File: src/hw/rtl/jhds_pkg.sv
// ----------------------------------------------------------------------------
// JPEG header dimension scanner - shared definitions
// Parse phases, result reason codes, marker constants and the result record
// passed from the parser to the output stage.
// ----------------------------------------------------------------------------
package jhds_pkg;

   // Parse phase of the byte walker
   typedef enum logic [2:0] {
      PH_IDLE = 3'd0,
      PH_SOI  = 3'd1,
      PH_HDR  = 3'd2,
      PH_SKIP = 3'd3,
      PH_SOF  = 3'd4
   } phase_type;

   // Outcome codes carried in the result beat
   typedef enum logic [2:0] {
      RS_OK      = 3'd0,
      RS_NO_SOI  = 3'd1,
      RS_NO_FF   = 3'd2,
      RS_UNSUP   = 3'd3,
      RS_EARLY   = 3'd4,
      RS_BAD_LEN = 3'd5
   } reason_type;

   localparam logic [7:0]  MARKER_PREFIX = 8'hFF;
   localparam logic [7:0]  SOI_CODE      = 8'hD8;
   localparam logic [7:0]  SOF0_CODE     = 8'hC0;
   localparam logic [15:0] MIN_SEG_LEN   = 16'd2;

   // Result of one step, valid when the outcome of the file is known
   typedef struct packed {
      logic        valid;
      logic        ok;
      reason_type  reason;
      logic [15:0] width;
      logic [15:0] height;
   } scan_result_type;

   // SOF codes other than baseline: C1-C3, C5-C7, C9-CB, CD-CF
   function automatic logic is_other_sof(input logic [7:0] code);
      logic in_range;
      in_range = (code >= 8'hC1) && (code <= 8'hCF);
      return in_range && (code != 8'hC4) && (code != 8'hC8) && (code != 8'hCC);
   endfunction

endpackage

File: src/hw/rtl/jhds_parser.sv
// ----------------------------------------------------------------------------
// JPEG header dimension scanner - byte parser
// Holds the parse state and works out, for one byte, the next state and
// whether the file's result is decided on it.
// ----------------------------------------------------------------------------
module jhds_parser (
   input  logic                      clock,
   input  logic                      reset,
   input  logic                      step_en,     // consume the byte this cycle
   input  logic [7:0]                data_byte,
   input  logic                      first_byte,
   input  logic                      last_byte,
   output jhds_pkg::scan_result_type result
);

   jhds_pkg::phase_type phase_ff, phase_in;
   logic [2:0]          index_ff, index_in;
   logic [7:0]          marker_ff, marker_in;
   logic [7:0]          len_high_ff, len_high_in;
   logic [15:0]         skip_ff, skip_in;
   logic [7:0]          height_hi_ff, height_hi_in;
   logic [7:0]          height_lo_ff, height_lo_in;
   logic [7:0]          width_hi_ff, width_hi_in;

   jhds_pkg::phase_type phase_cur;
   logic [2:0]          index_cur;
   logic [15:0]         seg_len;
   logic                decide;
   jhds_pkg::reason_type reason;

   // Next state and result for the presented byte
   always_comb begin
      phase_in     = phase_ff;
      index_in     = index_ff;
      marker_in    = marker_ff;
      len_high_in  = len_high_ff;
      skip_in      = skip_ff;
      height_hi_in = height_hi_ff;
      height_lo_in = height_lo_ff;
      width_hi_in  = width_hi_ff;
      decide       = 1'b0;
      reason       = jhds_pkg::RS_OK;
      seg_len      = {len_high_ff, data_byte};

      // a first byte restarts the parse at the start-of-image word
      phase_cur = first_byte ? jhds_pkg::PH_SOI : phase_ff;
      index_cur = first_byte ? 3'd0 : index_ff;
      phase_in  = phase_cur;
      index_in  = index_cur;

      unique case (phase_cur)
         jhds_pkg::PH_SOI: begin
            if (index_cur == 3'd0) begin
               if (data_byte != jhds_pkg::MARKER_PREFIX) begin
                  decide = 1'b1;
                  reason = jhds_pkg::RS_NO_SOI;
               end else begin
                  index_in = 3'd1;
               end
            end else if (data_byte != jhds_pkg::SOI_CODE) begin
               decide = 1'b1;
               reason = jhds_pkg::RS_NO_SOI;
            end else begin
               phase_in = jhds_pkg::PH_HDR;
               index_in = 3'd0;
            end
         end
         jhds_pkg::PH_HDR: begin
            case (index_cur)
               3'd0: begin
                  if (data_byte != jhds_pkg::MARKER_PREFIX) begin
                     decide = 1'b1;
                     reason = jhds_pkg::RS_NO_FF;
                  end else begin
                     index_in = 3'd1;
                  end
               end
               3'd1: begin
                  marker_in = data_byte;
                  index_in  = 3'd2;
               end
               3'd2: begin
                  len_high_in = data_byte;
                  index_in    = 3'd3;
               end
               default: begin
                  // length low byte: header complete
                  index_in = 3'd0;
                  if (marker_ff == jhds_pkg::SOF0_CODE) begin
                     phase_in = jhds_pkg::PH_SOF;
                  end else if (jhds_pkg::is_other_sof(marker_ff)) begin
                     decide = 1'b1;
                     reason = jhds_pkg::RS_UNSUP;
                  end else if (seg_len < jhds_pkg::MIN_SEG_LEN) begin
                     decide = 1'b1;
                     reason = jhds_pkg::RS_BAD_LEN;
                  end else begin
                     skip_in  = seg_len - jhds_pkg::MIN_SEG_LEN;
                     phase_in = (seg_len == jhds_pkg::MIN_SEG_LEN) ?
                                jhds_pkg::PH_HDR : jhds_pkg::PH_SKIP;
                  end
               end
            endcase
         end
         jhds_pkg::PH_SKIP: begin
            skip_in = skip_ff - 16'd1;
            if (skip_ff == 16'd1) begin
               phase_in = jhds_pkg::PH_HDR;
               index_in = 3'd0;
            end
         end
         jhds_pkg::PH_SOF: begin
            // precision byte, then height and width big-endian
            case (index_cur)
               3'd1:    height_hi_in = data_byte;
               3'd2:    height_lo_in = data_byte;
               3'd3:    width_hi_in  = data_byte;
               3'd4: begin
                  decide = 1'b1;
                  reason = jhds_pkg::RS_OK;
               end
               default: ;
            endcase
            index_in = index_cur + 3'd1;
         end
         default: ;
      endcase

      // file ends before the outcome is known
      if ((phase_cur != jhds_pkg::PH_IDLE) && !decide && last_byte) begin
         decide = 1'b1;
         reason = jhds_pkg::RS_EARLY;
      end

      if (decide) begin
         phase_in = jhds_pkg::PH_IDLE;
         index_in = 3'd0;
      end

      result.valid  = decide;
      result.ok     = decide && (reason == jhds_pkg::RS_OK);
      result.reason = reason;
      result.width  = result.ok ? {width_hi_ff, data_byte} : 16'd0;
      result.height = result.ok ? {height_hi_ff, height_lo_ff} : 16'd0;
   end

   // Control state
   always_ff @(posedge clock) begin
      if (reset) begin
         phase_ff <= jhds_pkg::PH_IDLE;
         index_ff <= 3'd0;
         skip_ff  <= 16'd0;
      end else if (step_en) begin
         phase_ff <= phase_in;
         index_ff <= index_in;
         skip_ff  <= skip_in;
      end
   end

   // Header and dimension bytes, always written before use
   always_ff @(posedge clock) begin
      if (step_en) begin
         marker_ff    <= marker_in;
         len_high_ff  <= len_high_in;
         height_hi_ff <= height_hi_in;
         height_lo_ff <= height_lo_in;
         width_hi_ff  <= width_hi_in;
      end
   end

endmodule

File: src/hw/rtl/jpeg_header_dimension_scanner.sv
// ----------------------------------------------------------------------------
// JPEG header dimension scanner
// Walks a JPEG byte stream and reports the baseline frame size or the reason
// the file could not be used.
// ----------------------------------------------------------------------------
// Usage:
//   The req_ channel carries one file byte per beat; req_tuser marks the first
//   byte of a file (restarts the parse), req_tlast its final byte. The rsp_
//   channel gives at most one beat per file, on the byte where the outcome
//   becomes known: ok in rsp_tuser, reason code and dimensions in rsp_tdata.
//   Bytes outside an open file are dropped without a result.
//   The deciding byte is held in the input register and its outcome is clocked
//   into the result register, which drives rsp_tvalid.
//   Throughput: one byte per cycle while no stalled result beat blocks the
//   parse; the per-byte state update is one short step between the input
//   register and the result register.
//   A stalled result beat holds in the result register; the parse keeps
//   taking bytes that give no result, and stops only when a further result
//   would need the occupied register.
//   Reset empties both registers and returns the parser to idle, waiting for
//   a byte with req_tuser set.
// ----------------------------------------------------------------------------
module jpeg_header_dimension_scanner (
   input  logic        clock,
   input  logic        reset,
   input  logic        req_tvalid,
   output logic        req_tready,
   input  logic [7:0]  req_tdata,   // [7:0] data_byte
   input  logic        req_tuser,   // [0] first_byte
   input  logic        req_tlast,   // last_byte
   output logic        rsp_tvalid,
   input  logic        rsp_tready,
   output logic [39:0] rsp_tdata,   // [2:0] reason, [18:3] image_width,
                                    // [34:19] image_height, [39:35] zero
   output logic        rsp_tuser    // [0] ok
);

   logic                      in_valid_ff, in_valid_in;
   logic [7:0]                in_byte_ff;
   logic                      in_first_ff;
   logic                      in_last_ff;
   logic                      out_valid_ff, out_valid_in;
   jhds_pkg::scan_result_type out_ff;
   jhds_pkg::scan_result_type result;
   logic                      advance;
   logic                      load_out;

   // Parse step on the registered byte
   jhds_parser u_parser (
      .clock      (clock),
      .reset      (reset),
      .step_en    (advance),
      .data_byte  (in_byte_ff),
      .first_byte (in_first_ff),
      .last_byte  (in_last_ff),
      .result     (result)
   );

   // Byte moves on unless it carries a result that cannot be stored
   always_comb begin
      advance      = in_valid_ff && (!result.valid || !out_valid_ff || rsp_tready);
      load_out     = advance && result.valid;
      req_tready   = !in_valid_ff || advance;
      in_valid_in  = req_tvalid ? 1'b1 : (in_valid_ff && !advance);
      out_valid_in = load_out || (out_valid_ff && !rsp_tready);
   end

   // Input register
   always_ff @(posedge clock) begin
      if (reset) begin
         in_valid_ff <= 1'b0;
      end else if (req_tready) begin
         in_valid_ff <= in_valid_in;
      end
   end

   always_ff @(posedge clock) begin
      if (req_tready && req_tvalid) begin
         in_byte_ff  <= req_tdata;
         in_first_ff <= req_tuser;
         in_last_ff  <= req_tlast;
      end
   end

   // Result register
   always_ff @(posedge clock) begin
      if (reset) begin
         out_valid_ff <= 1'b0;
      end else begin
         out_valid_ff <= out_valid_in;
      end
   end

   always_ff @(posedge clock) begin
      if (load_out) begin
         out_ff <= result;
      end
   end

   assign rsp_tvalid = out_valid_ff;
   assign rsp_tuser  = out_ff.ok;
   assign rsp_tdata  = {5'd0, out_ff.height, out_ff.width, out_ff.reason};

   // ok flag agrees with the reason code
   a_ok_matches_reason: assert property (@(posedge clock) disable iff (reset)
      rsp_tvalid |-> (rsp_tuser == (out_ff.reason == jhds_pkg::RS_OK)))
      else $error("ok flag disagrees with reason code");

   // failed files report zero dimensions
   a_zero_dims_on_fail: assert property (@(posedge clock) disable iff (reset)
      (rsp_tvalid && !rsp_tuser) |-> (rsp_tdata[34:3] == 32'd0))
      else $error("dimensions reported for a failed file");

   // a pending result beat is never overwritten
   a_no_overwrite: assert property (@(posedge clock) disable iff (reset)
      !(load_out && out_valid_ff && !rsp_tready))
      else $error("result register overwritten while stalled");

   // reset empties both registers
   a_reset_empties: assert property (@(posedge clock)
      reset |=> (!rsp_tvalid && !in_valid_ff))
      else $error("registers not empty after reset");

endmodule

File: config.mk
export PLATFORM = sky130hd
export DESIGN_NAME = jpeg_header_dimension_scanner
export DESIGN_NICKNAME = d
export VERILOG_FILES = /design/src/hw/rtl/jhds_pkg.sv /design/src/hw/rtl/jhds_parser.sv /design/src/hw/rtl/jpeg_header_dimension_scanner.sv
export SDC_FILE = /design/constraint.sdc
export NUM_CORES = 1
export LEC_CHECK = 0
export CORE_ASPECT_RATIO = 1.5
export CORE_MARGIN = 4
export CORE_UTILIZATION = 40
export CTS_BUF_LIST = sky130_fd_sc_hd__clkbuf_16
export DETAILED_ROUTE_END_ITERATION = 12
export DONT_BUFFER_PORTS = 1
export PLACE_DENSITY_LB_ADDON = 0.15
export RECOVER_POWER = 100
export SLEW_MARGIN = 0
export SYNTH_ARGS = -nofsm -noshare
export SYNTH_HDL_FRONTEND = slang
export SYNTH_HIERARCHICAL = 1
export SYNTH_SLANG_ARGS = --single-unit
export TNS_END_PERCENT = 50
File: constraint.sdc
create_clock -name clock -period 4.6 [get_ports clock]
set_clock_uncertainty 0.1 [all_clocks]
set_input_delay 0.46 -clock clock [delete_from_list [all_inputs] [get_ports clock]]
set_output_delay 0.46 -clock clock [all_outputs]
set_load 0.02 [all_outputs]
# Word-level counts from Yosys, hierarchy flattened
# Index checks and enable logic that the tools add are counted.
[op_classes]
add_sub_neg = 3
n_lt_le_gt_ge = 3
n_eq_ne = 20
mux = 45
reduce_logical = 34
[ops]
columns = ["cell", "count"]
rows = [
  ["$mux 16", 4],
  ["$mux 3", 20],
  ["$ne 8x8->1 const B", 5],
  ["$pmux 16 s2", 1],
  ["$pmux 3 s3", 2],
  ["$eq 16x1->1 const B", 1],
  ["$eq 16x2->1 const B", 1],
  ["$lt 16x2->1 const B", 1],
  ["$sub 16x1->16 const B", 1],
  ["$sub 16x2->16 const B", 1],
  ["$reduce_and 3->1", 5],
  ["$eq 3x2->1 const B", 4],
  ["$logic_and 1x1->1", 12],
  ["$mux 1", 12],
  ["$pmux 3 s2", 2],
  ["$pmux 3 s4", 1],
  ["$eq 8x8->1 const B", 1],
  ["$ge 8x8->1 const B", 1],
  ["$le 8x8->1 const B", 1],
  ["$ne 2x2->1 const B", 4],
  ["$eq 3x1->1 const B", 2],
  ["$eq 3x3->1 const B", 2],
  ["$logic_not 1->1", 6],
  ["$logic_not 3->1", 2],
  ["10 further kinds", 13],
]
[word_totals]
ff_bits = 110
out_inout_bits = 43
word_cells = 122

# Depth between registers and ports, before layout
[logic_depth]
ltp_word = 20
mapped_depth = 16
depth_no_buf = 13

# Cells and area by module
# Netlist, hierarchy kept.
[modules_own_cells]
columns = ["module", "instances", "cells_each", "area_each_um2"]
rows = [
  ["jhds_parser", 1, 377, 3587.2],
  ["jpeg_header_dimension_scanner", 1, 64, 1526.5],
]

# Worst setup path before layout
# No wires, ideal clock.
[synth_path]
path_kind = "flip-flop to flip-flop"
startpoint = "register in_first_ff"
endpoint = "register out_ff (netlist bit rsp_tdata[0]) (enable)"
arrival_time_ns = 3.529
required_time_ns = 4.071
setup_slack_ns = 0.541
stages_incl_launch_ff = 12
n_path_buf = 2
path_cell_list = "edfxtp_1 clkbuf_8 nand2b_1 ha_1 nor3_1 o221ai_1 a21o_1 o21ai_2 or3b_4 buf_4 nand2_1 nor2_1"
[synth_between]
elab_chain_cells = 14
word_cells_on_any_way = 24
[synth_rtl]
columns = ["element", "line", "rtl"]
rows = [
  ["from (decl)", "jpeg_header_dimension_scanner.sv:40", "logic in_first_ff;"],
  ["from (signal assigned)", "jpeg_header_dimension_scanner.sv:80", "in_first_ff <= req_tuser;"],
  ["$mux 3", "jhds_parser.sv:47", "index_cur = first_byte ? 3'd0 : index_ff;"],
  ["$eq 3x1->1 or $eq 3x2->1 (tied branches)", "jhds_parser.sv:69", "case (index_cur)"],
  ["$reduce_or 2->1 (no source line)", "-", ""],
  ["$pmux 1 s2", "jhds_parser.sv:69", ""],
  ["$pmux 1 s3", "jhds_parser.sv:51", "unique case (phase_cur)"],
  ["$logic_not 1->1", "jhds_parser.sv:130", "if ((phase_cur != jhds_pkg::PH_IDLE) && !decide && last_byte) begin"],
  ["$logic_and 1x1->1 (2 in series)", "jhds_parser.sv:130", ""],
  ["$mux 1 *", "jhds_parser.sv:130", ""],
  ["named net u_parser.decide", "jhds_parser.sv:28", "logic decide;"],
  ["$logic_not 1->1", "jpeg_header_dimension_scanner.sv:61", "advance = in_valid_ff && (!result.valid || !out_valid_ff || rsp_tready);"],
  ["$logic_or 1x1->1 (2 in series)", "jpeg_header_dimension_scanner.sv:61", ""],
  ["$logic_and 1x1->1", "jpeg_header_dimension_scanner.sv:61", ""],
  ["$logic_and 1x1->1 *", "jpeg_header_dimension_scanner.sv:62", "load_out = advance && result.valid;"],
  ["named net load_out", "jpeg_header_dimension_scanner.sv:46", "logic load_out;"],
  ["to (signal assigned)", "jpeg_header_dimension_scanner.sv:96", "out_ff <= result;"],
  ["to (decl)", "jpeg_header_dimension_scanner.sv:43", "jhds_pkg::scan_result_type out_ff;"],
]
# Mark *: on every way through the listed nets, which the timed path passes. The rest lies on a longest branch.
# A chain may end at the register's enable or synchronous reset.

==> results.tsv <==
metric	value	unit
outcome	finished, final reports clean	
drcViolationCount	0	
worstSetupStartpointType	flip-flop	
gp_congestion	0.905	
hold_viol_final	0	
grt_pass1_vias	3263	
fillers	1201	
drive_gt1_share	6.92	%
numCtsBuffers	9	
dp_hpwl	8030	um
nets	465	
postCtsSetupRepairBufs	0	
vias	3420	
numClockSinks	110	
dp_cells	588	
synthCells	441	
hold_path_class	in -> reg	
tightest_slew	0.874	ns
io_pins	57	
ant_nets	0	
p_leak	1.84	nW
cp-end-kind	flip-flop	
critPathMaxStageDelay	0.63	ns
std_cell_rows	50	
crit_chain	nand2b_1, ha_1, or3b_1, a21oi_2, o21ai_0, or3b_4, a21boi_1, buf_4, nor4b_1, clkbuf_2, o21ai_0, a221oi_1	
yosysWarnings	6	
antenna_found_initial	0	
synth_seq_cells	110	
cts.path.max_buffers	2	
grt_pass1_wl	17900	um
drt-initial-drc-count	208	
clk_pin_slew	0.08	ns
relSlewSlack	41.7	%
async_flop_share	0	%
tns	0	ns
grt_usage	15.7	%
synth_ff_type	edfxtp_1	
grt.overflow.total	0	
period_needed	4.05	ns
drt-pass1-iter-count	4	
min_period_over_period	88.0	%
drv_slew	0	
synth_edf_count	86	
ys_seq_area_share	59.9	%
p_seq_share	57.5	%
die_w	100	um
vdd.ir_drop.worst	0.000169	V
cts_root_buffer	clkbuf_16	
clockPowerShare	39.6	%
area_growth	7.34	%
io_buffers	0	
synth.cell_area	0.00511	mm^2
clk_latency	0.35	ns
cts_tree	yes	
grt_max_degree	37	
setup_violations	0	
max_freq	247	MHz
cp_slowest_cell	edfxtp_1	
netSwitchingFraction	22.7	%
core	0.0125	mm^2
path_class	reg -> reg	
start_util	40.9	%
wire_per_inst	18.6	um
ctsHoldBuffers	0	
critPathArrivalTime	4.21	ns
path_max_fanout	16	
drt_wl_total	11200	um
final_cells	604	
grt_setup_unrepaired	no	
dieArea	0.0147	mm^2
n_antenna_cell	0	
syn_avg_cell_area	11.6	um^2
combPwrFrac	2.9	%
switching_power	0.435	mW
die_h	146	um
vias_per_cell	5.66	
intPower	1.48	mW
crit_path_frequent_cell	o21ai_0	
htreeDepth	3	
ctsResizeCount	0	
p_per_area	348	mW/mm^2
required	4.76	ns
maxCapViolCount	0	
synth.distinct_cells	75	
==> cell usage after synthesis (7+ instances only) <==
cell type  number  share of area, %
nor2_1         34               2.5
nor3_1         11               1.1
edfxtp_1       86                51
ha_1            8               2.0
xnor2_1         7               1.2
o21ai_0        31               3.0
dfxtp_1        24               9.4
a21oi_1        30               2.9
and2_1         32               3.9
clkbuf_1        9              0.66
buf_4           7               1.0
inv_1          11              0.81
nand2b_1       10               1.2
nand2_1        26               1.9
==> registers in the layout (all words and copies together) (netlist names) <==
name	cells
u_parser/marker_ff	8
rsp_tuser	1
in_byte_ff	8
u_parser/height_lo_ff	8
u_parser/phase_ff	3
rsp_tvalid	1
in_last_ff	1
u_parser/height_hi_ff	8
rsp_tdata	35
in_valid_ff	1
in_first_ff	1
u_parser/skip_ff	16
u_parser/width_hi_ff	8
u_parser/index_ff	3
u_parser/len_high_ff	8
==> per-layer routing <==
layer,global-route usage (%),part of all wire (%),vias up
met3,3.35,4.4,23
met5,0,0,-
met1,18.4,41,1651
met2,27.4,52,119
met4,6.61,3.0,0
li1,-,-,1627
==> area by class of cell <==
type	count	area, um^2	area share, %
clock buffers	9	225	4.10
clock inverters	7	66.3	1.21
well taps	156	195	3.56
inverters	11	41.3	0.752
repair buffers	11	51.3	0.935
multi-input cells	300	1850	33.6
flip-flops and latches	110	3060	55.8
==> placed cells by master (no fill, tap or decap), types with 4 or more instances in the layout <==
cell / n
conb_1: 5
and2_0: 17
inv_1: 11
nor2b_1: 5
xor2_1: 5
nor3_1: 11
or3_1: 6
and2_1: 16
edfxtp_1: 86
clkbuf_1: 7
dfxtp_1: 24
o211ai_1: 6
xnor2_1: 7
ha_1: 8
clkbuf_16: 9
a21oi_1: 30
nand2b_1: 10
o21ai_0: 33
nand3_1: 6
nor2_1: 33
nand2_1: 26
nand4_1: 6
nor4_1: 4
==> power groups by stage <==
stage	clock [mW]	combinational, mW	sequential [mW]
floorplan	0	0.0450	1.12
global placement	0	0.0586	1.12
detailed placement	0	0.0586	1.12
CTS	0.781	0.0589	1.10
global route	0.824	0.0611	1.10
finish	0.756	0.0555	1.10
==> final timing paths <==
kind | start | endpoint | slack, ns | depth (start not counted)
max | in_first_ff | u_parser/skip_ff[0] | 0.55 | 12
min | reset | u_parser/skip_ff[14] | 0.07 | 1
max reg2reg | in_first_ff | u_parser/skip_ff[0] | 0.55 | 12
min reg2reg | u_parser/skip_ff[9] | u_parser/skip_ff[9] | 0.38 | 2
==> logic make-up after synthesis <==
logic type | share of synthesized area [%]
buf+inv | 4.11
simple gates | 19.1
other cells | 0.0733
xor+xnor | 2.06
flops | 59.9
fa+ha+maj | 1.96
compound gates | 12.8
==> stage by stage <==
stage | hold slack [ns] | cell area [um^2] | total power, mW | utilization (%) | setup slack (ns)
5_1_grt | 0.0585 | 5490 | 1.99 | 43.9 | 0.210
6_report | 0.0726 | 5490 | 1.91 | 43.9 | 0.550
3_3_place_gp | 0.359 | 5250 | 1.18 | 41.9 | 0.826
2_1_floorplan | 0.345 | 5130 | 1.16 | - | 0.541
3_5_place_dp | 0.366 | 5250 | 1.18 | 41.9 | 0.724
4_1_cts | 0.0634 | 5540 | 1.94 | 44.3 | 0.691
==> critical path, delay by kind of cell (launching register included) <==
family / cells / cell delay, ns
AOI/OAI and AO/OA: 5 / 0.99
adders and majority gates: 1 / 0.32
buffers and inverters: 2 / 0.56
DFF: 1 / 0.63
and+or+nand+nor: 4 / 1.37
Note: power is estimated with default switching activity, not from simulation.
